[src/hw/rtl/dfp_pkg.sv]
// Shared types and constants of the delimited frame parser.
`default_nettype none
package dfp_pkg;

  localparam int TYPE_CAPACITY_DEF = 16;
  localparam int TEXT_CAPACITY_DEF = 64;

  localparam logic [7:0] START_BYTE_RST     = 8'h26;
  localparam logic [7:0] STOP_BYTE_RST      = 8'h24;
  localparam logic [7:0] SEPARATOR_BYTE_RST = 8'h3A;
  localparam logic [7:0] DIGIT_BASE         = 8'h30;

  localparam int POS_W = 6;

  typedef enum logic [1:0] {
    REG_START     = 2'd0,
    REG_STOP      = 2'd1,
    REG_SEPARATOR = 2'd2
  } reg_index_t;

  typedef enum logic [2:0] {
    PH_WAIT    = 3'd0,
    PH_TYPE    = 3'd1,
    PH_SENDER  = 3'd2,
    PH_COMMAND = 3'd3,
    PH_MESSAGE = 3'd4,
    PH_ID      = 3'd5
  } phase_t;

  typedef enum logic [2:0] {
    EV_IGNORED = 3'd0,
    EV_START   = 3'd1,
    EV_BYTE    = 3'd2,
    EV_END     = 3'd3,
    EV_ID      = 3'd4,
    EV_DONE    = 3'd5
  } event_t;

  typedef enum logic [1:0] {
    FLD_TYPE    = 2'd0,
    FLD_SENDER  = 2'd1,
    FLD_COMMAND = 2'd2,
    FLD_MESSAGE = 2'd3
  } field_t;

  typedef struct packed {
    logic [7:0] start_byte;
    logic [7:0] stop_byte;
    logic [7:0] separator_byte;
  } cfg_t;

  typedef struct packed {
    event_t           event_res;
    field_t           field;
    logic [POS_W-1:0] position;
    logic [7:0]       byte_value;
    logic [7:0]       ack_id;
    logic             frame_ready;
  } result_t;

endpackage
`default_nettype wire

[src/hw/rtl/dfp_core.sv]
// Parser state registers and the per-byte next-state and event logic.
`default_nettype none
module dfp_core #(
  parameter int TYPE_CAPACITY = 16,
  parameter int TEXT_CAPACITY = 64
) (
  input  wire logic            clk,
  input  wire logic            rst,
  input  wire logic            step,
  input  wire logic [7:0]      rx_byte,
  input  wire dfp_pkg::cfg_t   cfg,
  output dfp_pkg::result_t     res
);
  import dfp_pkg::*;

  localparam int TW = $clog2(TYPE_CAPACITY);
  localparam int XW = $clog2(TEXT_CAPACITY);
  localparam logic [TW-1:0] TYPE_LAST = TW'(TYPE_CAPACITY - 1);
  localparam logic [XW-1:0] TEXT_LAST = XW'(TEXT_CAPACITY - 1);

  phase_t        phase, phase_next;
  logic [TW-1:0] type_count, type_count_next;
  logic [XW-1:0] sender_count, sender_count_next;
  logic [XW-1:0] command_count, command_count_next;
  logic [XW-1:0] message_count, message_count_next;
  logic [7:0]    frame_id, frame_id_next;
  logic          ready_flag, ready_flag_next;

  logic [TW-1:0] type_inc;
  logic [XW-1:0] sender_inc, command_inc, message_inc;
  logic          is_sep;

  // wrap at capacity
  assign type_inc    = (type_count == TYPE_LAST) ? '0 : type_count + TW'(1);
  assign sender_inc  = (sender_count == TEXT_LAST) ? '0 : sender_count + XW'(1);
  assign command_inc = (command_count == TEXT_LAST) ? '0 : command_count + XW'(1);
  assign message_inc = (message_count == TEXT_LAST) ? '0 : message_count + XW'(1);
  assign is_sep      = (rx_byte == cfg.separator_byte);

  always_comb begin
    phase_next         = phase;
    type_count_next    = type_count;
    sender_count_next  = sender_count;
    command_count_next = command_count;
    message_count_next = message_count;
    frame_id_next      = frame_id;
    ready_flag_next    = ready_flag;
    res.event_res      = EV_IGNORED;
    res.field          = FLD_TYPE;
    res.position       = '0;
    res.byte_value     = rx_byte;
    case (phase)
      PH_WAIT: begin
        if (rx_byte == cfg.start_byte) begin
          type_count_next    = '0;
          sender_count_next  = '0;
          command_count_next = '0;
          message_count_next = '0;
          ready_flag_next    = 1'b0;
          phase_next         = PH_TYPE;
          res.event_res      = EV_START;
        end
      end
      PH_TYPE: begin
        res.field    = FLD_TYPE;
        res.position = POS_W'(type_count);
        if (is_sep) begin
          res.event_res = EV_END;
          phase_next    = PH_SENDER;
        end else begin
          res.event_res   = EV_BYTE;
          type_count_next = type_inc;
        end
      end
      PH_SENDER: begin
        res.field    = FLD_SENDER;
        res.position = POS_W'(sender_count);
        if (is_sep) begin
          res.event_res = EV_END;
          phase_next    = PH_COMMAND;
        end else begin
          res.event_res     = EV_BYTE;
          sender_count_next = sender_inc;
        end
      end
      PH_COMMAND: begin
        res.field    = FLD_COMMAND;
        res.position = POS_W'(command_count);
        if (is_sep) begin
          res.event_res = EV_END;
          phase_next    = PH_MESSAGE;
        end else begin
          res.event_res      = EV_BYTE;
          command_count_next = command_inc;
        end
      end
      PH_MESSAGE: begin
        res.field    = FLD_MESSAGE;
        res.position = POS_W'(message_count);
        if (is_sep) begin
          res.event_res = EV_END;
          phase_next    = PH_ID;
        end else begin
          res.event_res      = EV_BYTE;
          message_count_next = message_inc;
        end
      end
      PH_ID: begin
        // stop check wins over separator
        if (rx_byte == cfg.stop_byte) begin
          ready_flag_next = 1'b1;
          phase_next      = PH_WAIT;
          res.event_res   = EV_DONE;
        end else begin
          frame_id_next = rx_byte - DIGIT_BASE;
          res.event_res = EV_ID;
        end
      end
      default: begin
        phase_next = PH_WAIT;
      end
    endcase
    res.ack_id      = frame_id_next;
    res.frame_ready = ready_flag_next;
  end

  always_ff @(posedge clk) begin
    if (rst) begin
      phase         <= PH_WAIT;
      type_count    <= '0;
      sender_count  <= '0;
      command_count <= '0;
      message_count <= '0;
      frame_id      <= '0;
      ready_flag    <= 1'b0;
    end else if (step) begin
      phase         <= phase_next;
      type_count    <= type_count_next;
      sender_count  <= sender_count_next;
      command_count <= command_count_next;
      message_count <= message_count_next;
      frame_id      <= frame_id_next;
      ready_flag    <= ready_flag_next;
    end
  end

endmodule
`default_nettype wire

[src/hw/rtl/delimited_frame_parser.sv]
// Top level of the delimited frame parser: channels, config registers, pipeline.
//
// Usage:
//   Input channel (in_valid/in_ready, rx_byte) takes one received byte per
//   request. Every byte yields exactly one event request on the output
//   channel (out_valid/out_ready): event_res, field, position, byte_value,
//   ack_id and frame_ready. The parser keeps no text; the consumer fills
//   its own buffers from field/position/byte_value.
//   Config channel (cfg_valid/cfg_ready, cfg_index, cfg_data) writes the
//   start, stop and separator bytes; it is always ready. Write it only while
//   no byte is in flight.
// Timing:
//   Two stages: an input register holding the byte, then the parse logic
//   feeding the result register; a byte passes both before out_valid rises.
//   Throughput is one byte per cycle while out_ready does not stall the output;
//   dfp_core updates its state once per accepted byte.
// Reset:
//   Synchronous, active high. Both stages empty, parser waits for a start
//   byte, counts/id/ready flag cleared, config bytes back to 0x26/0x24/0x3A.
// Stall:
//   When out_ready is low a held result stays put; the input stage still
//   accepts one byte, then in_ready drops until the result is taken.
`default_nettype none
module delimited_frame_parser #(
  parameter int TYPE_CAPACITY = dfp_pkg::TYPE_CAPACITY_DEF,
  parameter int TEXT_CAPACITY = dfp_pkg::TEXT_CAPACITY_DEF
) (
  input  wire logic       clk,
  input  wire logic       rst,
  // byte input
  input  wire logic       in_valid,
  output logic            in_ready,
  input  wire logic [7:0] rx_byte,
  // event output
  output logic            out_valid,
  input  wire logic       out_ready,
  output logic [2:0]      event_res,
  output logic [1:0]      field,
  output logic [5:0]      position,
  output logic [7:0]      byte_value,
  output logic [7:0]      ack_id,
  output logic            frame_ready,
  // config writes
  input  wire logic       cfg_valid,
  output logic            cfg_ready,
  input  wire logic [1:0] cfg_index,
  input  wire logic [7:0] cfg_data
);
  import dfp_pkg::*;

  cfg_t       cfg;
  logic       s1_valid;
  logic [7:0] s1_byte;
  logic       advance;
  logic       step;
  result_t    res;
  result_t    out_res;

  // config registers
  assign cfg_ready = 1'b1;

  always_ff @(posedge clk) begin
    if (rst) begin
      cfg.start_byte     <= START_BYTE_RST;
      cfg.stop_byte      <= STOP_BYTE_RST;
      cfg.separator_byte <= SEPARATOR_BYTE_RST;
    end else if (cfg_valid && cfg_ready) begin
      case (cfg_index)
        REG_START:     cfg.start_byte     <= cfg_data;
        REG_STOP:      cfg.stop_byte      <= cfg_data;
        REG_SEPARATOR: cfg.separator_byte <= cfg_data;
        default: ;  // unmapped index, dropped
      endcase
    end
  end

  // result register moves when empty or being drained
  assign advance  = !out_valid || out_ready;
  assign step     = s1_valid && advance;
  assign in_ready = !s1_valid || advance;

  // input stage
  always_ff @(posedge clk) begin
    if (rst) begin
      s1_valid <= 1'b0;
    end else if (in_ready) begin
      s1_valid <= in_valid;
    end
  end

  always_ff @(posedge clk) begin
    if (in_valid && in_ready) begin
      s1_byte <= rx_byte;
    end
  end

  dfp_core #(
    .TYPE_CAPACITY (TYPE_CAPACITY),
    .TEXT_CAPACITY (TEXT_CAPACITY)
  ) u_core (
    .clk     (clk),
    .rst     (rst),
    .step    (step),
    .rx_byte (s1_byte),
    .cfg     (cfg),
    .res     (res)
  );

  // result stage
  always_ff @(posedge clk) begin
    if (rst) begin
      out_valid <= 1'b0;
    end else if (advance) begin
      out_valid <= s1_valid;
    end
  end

  always_ff @(posedge clk) begin
    if (step) begin
      out_res <= res;
    end
  end

  assign event_res   = out_res.event_res;
  assign field       = out_res.field;
  assign position    = out_res.position;
  assign byte_value  = out_res.byte_value;
  assign ack_id      = out_res.ack_id;
  assign frame_ready = out_res.frame_ready;

endmodule
`default_nettype wire
[config.mk]
export PLATFORM = sky130hd
export DESIGN_NAME = delimited_frame_parser
export DESIGN_NICKNAME = d
export VERILOG_FILES = /design/src/hw/rtl/dfp_pkg.sv /design/src/hw/rtl/dfp_core.sv /design/src/hw/rtl/delimited_frame_parser.sv
export SDC_FILE = /design/constraint.sdc
export NUM_CORES = 1
export LEC_CHECK = 0
export ABC_AREA = 1
export CAP_MARGIN = 20
export CORE_ASPECT_RATIO = 0.9
export CORE_UTILIZATION = 47
export DETAILED_ROUTE_END_ITERATION = 12
export DONT_BUFFER_PORTS = 1
export PLACE_DENSITY = 0.67
export SYNTH_ARGS = -nofsm -noshare
export SYNTH_HDL_FRONTEND = slang
export SYNTH_HIERARCHICAL = 1
export SYNTH_SLANG_ARGS = --single-unit
[constraint.sdc]
create_clock -name clk -period 8.2 [get_ports clk]
set_input_delay 0.82 -clock clk [delete_from_list [all_inputs] [get_ports clk]]
set_output_delay 0.82 -clock clk [all_outputs]
set_load 0.02 [all_outputs]
==> results of run 1 <==
-- layout by cell type, fill, tap and decap left out, drive strengths merged, types with 3 or more instances in the layout --
cell type,instances
nor3,6
o21ai,11
dfxtp,60
clkbuf,9
nand4,11
a21oi,27
xor2,7
nand2,183
inv,85
ha,5
o221ai,3
nor2,96
nor4,3
xnor2,13
edfxtp,36
nand3,57
clkinvlp,3
-- state kept, by name, summed over array words and instances (netlist names) --
signal and flops:
cfg 24, ack_id 8, byte_value 8, s1_byte 8, u_core/frame_id 8, position 6, u_core/command_count 6, u_core/message_count 6
u_core/sender_count 6, u_core/type_count 4, event_res 3, u_core/phase 3, field 2, frame_ready 1, out_valid 1, s1_valid 1
u_core/ready_flag 1
-- routing by layer --
metal	wire [um]	up-vias	global-route usage	share of wire
li1	-	1989	-	-
met1	5017	1859	0.2819	0.48
met3	491	10	0.04696	0.047
met2	4854	110	0.3324	0.46
met5	0	-	0	0
met4	104	0	0.05538	0.0099
-- layout make-up --
| type | instances | area share |
|---|---|---|
| sequential | 96 | 0.4444 |
| timing repair buffer | 1 | 0.001462 |
| clock inverter | 7 | 0.01413 |
| tap | 126 | 0.03070 |
| inverter | 82 | 0.05994 |
| multi-input combinational | 431 | 0.4055 |
| clock buffer | 9 | 0.04386 |
-- power groups by stage --
stage	registers (mW)	logic, mW	clock network (mW)
floorplan	0.544	0.0605	0
global placement	0.549	0.0586	0
detailed placement	0.550	0.0610	0
CTS	0.539	0.0615	0.423
global route	0.541	0.0711	0.441
finish	0.539	0.0614	0.416
-- critical path: cells and delay by family --
family / cells / cell delay, ns
AO/OA/AOI/OAI: 3 / 0.85
AND/OR/NAND/NOR: 2 / 0.24
buffers and inverters: 3 / 0.68
-- path summary, 6_finish.rpt --
path                            slack [ns]  depth (start not counted)                      end
worst max-delay path                  5.81                          8  u_core/command_count[0]
worst min-delay path                  0.49                          2                   cfg[3]
worst max register to register        5.87                          7  u_core/command_count[0]
worst min register to register        0.49                          2                   cfg[3]
-- cell families (layout without fill, tap and decap cells) --
logic type,count (synthesis),after routing,share of synthesized area
XOR/XNOR,20,20,0.03755
other,1,1,0.0007709
AO/OA/AOI/OAI,45,45,0.05350
AND/OR/NAND/NOR,360,360,0.3210
buffers and inverters,110,99,0.1052
adder cells (fa/ha/maj),5,5,0.01286
flip-flops,96,96,0.4691
==> results.md, run 1 <==
- IO buf count: 0
- Placement Setup Slack: 5.472 ns
- Synthesized area per cell: 7.637 um^2
- DRC errors left: 0
- Required time of the critical path: 8.43 ns
- Io pins: 54
- Height of the chip: 98.52 um
- Slowest stage delay, CP: around 0.53 ns
- CP max FO: between 40 and 50
- WL final: 10,470 um
- Total global routing overflow: 0
- Filler cells: 928
- Post-synthesis sequential area ratio: 0.4691
- Post-synth EDFFs: 36
- Crit-path slowest cell: a21oi_4
- Vias in the first global route: approximately 3,600
- Rel. slew slack: 0.5006
- Logic pwr share: 0.060
- Hold Slack: 0.4895 ns
- Multi-input gate area: 2082 um^2
- Die ar.: 10,760 um^2
- Total Neg Setup Slack: 0 ns
- Core area: 9869 um^2
- Fmax: 419.2 MHz
- Hold_sp: cfg[3]
- WS Path Type: primary input to flop
- First-pass GRT wire length: 17,460 um
- Seq pwr share: 0.530
- RSZ-0062 raised after global routing: no
- PD cells: 197.8 nW/um^2
- CP Capture Type: flop
- GRT Util Overall: 0.2077
- Root Driver: clkbuf_16
- Maxcap violations: 0
- HP Class: flop to flop
- N_diodes: 0
- Commonest cells post-synth: nand2_1 (171), nor2_1 (89), inv_1 (75), dfxtp_1 (60), nand3_1 (53)
- GPL Wtd Cong: 0.8304
- CP Cell Sequence: inv_1 > a21oi_4 > buf_4 > inv_1 > a21oi_4 > nand2_2 > o21ai_0 > nor2_1
- Syn nets: 665
- Layout cells sized above 1: 0.07987
- CTS tree: built
- Antenna viol nets, final: 0
- Worst path arrival time: around 2.6 ns
- Pin count of the biggest net entering global routing: 50
- DRT iter0 DRCs: 244
- Ys flop type: dfxtp_1
- Die Wd: 109.2 um
- Drt wl/cell: 13.92 um
- Startpoint types: primary input
- Clock Skews: 0.01271 ns
- HPWL after DPL: approximately 7400 um
- Maximum vdd ir drop: 0.0001201 V
- Synth cell types: 37
- Leakage power total: 2.234 nW
- Clk_lat worst skew: 0.35 ns
- Psw: 0.2636 mW
- Total power: 1.016 mW
- Cells after synthesis: 637
- Final WS setup: slightly below 6 ns
- Resized Gates After CTS: 0
- Internal power: about 0.75 mW
- Min cycle time layout: 2.385 ns
- Yosys warns: 6
- Num CTS Buffers: 9
- Starting Density: 0.4929
- Post-Place Cells: 736
- Synth-to-layout area growth: 5.555%
- CTS Sinks: 96
- Post-synthesis async set-or-reset flop share: 0
- Critical path origin: out_ready
- Max Slew Vio Count: 0
- Storage cell area: 2282 um^2
- Final hold violations: 0
- H-tree depth: 3
- Clk slew on worst S/H paths: approximately 0.080 ns
- Finished Cell Area: 5135 um^2
- Run status: completed
- Switching Share: 0.2595
- Via count: 3,968
- CTS max path bufs: 2
- Fin nets: 649
- Router iterations before antenna repair: 6
- CTS Hold Bufs: 0
- Tcrit/Tclk final: 0.2909
- Clock Power Share: 0.409
- Routed vias/inst: ~5.3
- Synth area leaders: dfxtp_1 (25%), edfxtp_1 (22%), nand2_1 (13%)
- Initial antenna violation count: 0
- Fin cells: around 750
- Largest area contributor in the netlist: dfxtp_1
- Post-CTS Setup Bufs: 0
- Yosys reg bits: 96
- Rows: 34
- Final core occ: 0.5203
- Worst-Margin Slew: 0.7483 ns
- Setup violations, final: 0
- Synthesized area: 4865 um^2
- Worst r2r src: out_valid
- Yosys top cell area share: 0.2469
- Area after DPL: 4837 um^2
- Most common cell in the netlist: nand2_1
Power figures use the tool's default switching activity.
==> run 2, diff against run 1 <==
- clock period: 8.2 -> 2.4 ns (I/O delays scaled with it)
==> run 2 against run 1 <==
- critical endpoint is now u_core/message_count[2]
- clock power grew to 3.6 times the previous value
- critical path depth is 3 higher
- sequential share of layout area fell by 1.0 points
- clock skew shrank 0.0015 ns
- register-to-register slack worse by 5.6 ns
- via count grew 1.7%
- sequential power increased to 3.4 times the previous value
- worst setup slack worse by 5.5 ns
- routed wire length rose by 4.2%
- first-iteration DRC count grew 3.3%
- die area did not move
==> results.md, run 2 (same netlist as run 1, synthesis figures left out) <==
- Height of the chip: 98.52 um
- Max reg flops: 24
- Worst path arrival time: between 2 and 2.5 ns
- Total Neg Setup Slack: 0 ns
- Die ar.: 10,760 um^2
- Switching Share: 0.2487
- GRT met2 Usage: 0.3391
- Total global routing overflow: 0
- Starting Density: 0.4929
- Maxcap violations: 0
- Num CTS Buffers: 9
- Largest Register: cfg
- Psw: roughly 0.89 mW
- Clock Power Share: 0.419
- HPWL after DPL: 7715 um
- Worst hold stages: 2
- RSZ-0062 raised after global routing: no
- Router iterations before antenna repair: 5
- Rel. slew slack: 0.5128
- Initial antenna violation count: 0
- Worst Hold Endpoint: cfg[12]
- Rows: 34
- Hold_sp: cfg_data[4]
- PD cells: 678.4 nW/um^2
- Drt wl/cell: 14.29 um
- First-pass GRT wire length: between 15,000 and 20,000 um
- IO buf count: 0
- Tcrit/Tclk final: 0.8730
- N_diodes: 0
- Setup violations, final: 0
- Pin count of the biggest net entering global routing: 49
- Seq pwr share: 0.517
- WS Path Type: flop to flop
- Startpoint types: flop
- Leakage power total: 2.298 nW
- Fmax: 477.3 MHz
- Required time of the critical path: 2.60 ns
- GPL Wtd Cong: between 0.8 and 0.9
- Fin nets: 660
- Clock Skews: 0.01124 ns
- Met3 GRT Util: 0.05952
- Number of cells on the worst reg-to-reg path: 11
- Resized Gates After CTS: 0
- Vias in the first global route: 3,686
- Run status: completed
- CTS max path bufs: 2
- Reg-to-reg setup timing slack: 0.30 ns
- Busiest layer in global routing: met2
- DRT iter0 DRCs: 252
- Die Wd: between 100 and 150 um
- H-tree depth: 3
- Worst r2r src: s1_byte[5]
- Internal power: 2.678 mW
- Antenna viol nets, final: 0
- Commonest non-fill, non-tap cell in the layout: nand2_1
- Total power: 3.565 mW
- GRT Util Overall: 0.2212
- Synth-to-layout area growth: 8.025%
- Met1 global-route usage: 0.3048
- Min cycle time layout: 2.095 ns
- Most frequent cells in the layout: nand2_1 (171), nor2_1 (89), inv_1 (75)
- Logic pwr share: 0.065
- CP Capture Type: flop
- Via count: 4,036
- Clk slew on worst S/H paths: roughly 0.070 ns
- Root Driver: clkbuf_16
- Final hold violations: 0
- Clk_lat worst skew: 0.35 ns
- Routed vias/inst: 5.290
- Io pins: 54
- WL final: approximately 11,000 um
- CP max FO: 13
- Reg2reg end: u_core/message_count[2]
- Layout cells sized above 1: 0.08006
- Maximum vdd ir drop: 0.0003333 V
- CTS tree: built
- Core area: 9869 um^2
- DRC errors left: 0
- CTS Sinks: 96
- HP Class: primary input to flop
- Max Slew Vio Count: 0
- Worst-Margin Slew: 0.7284 ns
==> run 2: routing by layer <==
metal,routed length (um),vias to the layer above
met4,131,0
met2,5008,148
met3,729,14
met1,5035,1864
met5,0,-
li1,-,2010
==> run 2: cell type report <==
| cell class | instances | area (um^2) |
|---|---|---|
| clock buffers | 9 | 225.2 |
| repair buffers | 12 | 112.6 |
| fillers | 940 | 4614 |
| inverters | 82 | 307.8 |
| clock inverters | 7 | 87.58 |
| flip-flops and latches | 96 | 2282 |
| multi-input cells | 431 | 2082 |
| well taps | 126 | 157.7 |
==> run 2: worst max-delay path by stage <==
| stage | startpoint | end | slack, ns | cells after the start |
|---|---|---|---|---|
| 4_1_cts | s1_byte[1] | ack_id[2] | 0.33 | 10 |
| 3_3_place_gp | s1_byte[1] | ack_id[2] | 0.40 | 10 |
| 2_1_floorplan | out_valid | u_core/frame_id[0] | 0.16 | 6 |
| 5_1_grt | s1_byte[1] | u_core/phase[1] | 0.16 | 11 |
| 6_report | s1_byte[5] | u_core/message_count[2] | 0.30 | 11 |
| 3_5_place_dp | s1_byte[1] | ack_id[2] | 0.34 | 10 |
==> run 2: power by group through the flow <==
stage               logic [mW]  registers [mW]  clock network, mW
floorplan                0.207            1.86                  0
global placement         0.207            1.88                  0
detailed placement       0.213            1.88                  0
CTS                      0.231            1.84               1.53
global route             0.266            1.85               1.61
finish                   0.230            1.84               1.49
==> run 2: what timing repair did <==
item | 4_1_cts | 5_1_grt
hold buffers | 9 | 0
setup buffers | 0 | 0
endpoints found under the hold margin | 24 | 0
setup endpoints to repair | 0 | 0
==> run 2: critical path: stages, from the launching register on <==
cell	delay [ns]
edfxtp_1	0.53
inv_1	0.13
nand2_1	0.06
nand2_1	0.07
nand2_1	0.07
nor2_2	0.11
nand2_2	0.09
a21oi_4	0.42
buf_4	0.26
nand2_2	0.09
nand2_1	0.07
a21oi_1	0.06
==> run 2: per-stage QoR <==
stage	worst slack (ns)	cells	instance area, um^2	hold WS, ns	util
2_1_floorplan	0.1574	637	4868	0.3091	-
3_5_place_dp	0.3376	738	4852	0.3150	0.4916
5_1_grt	0.1570	763	5255	0.02893	0.5325
6_report	0.3047	763	5255	0.02908	0.5325
4_1_cts	0.3258	763	5255	0.02270	0.5325
3_3_place_gp	0.4017	738	4852	0.3113	0.4916
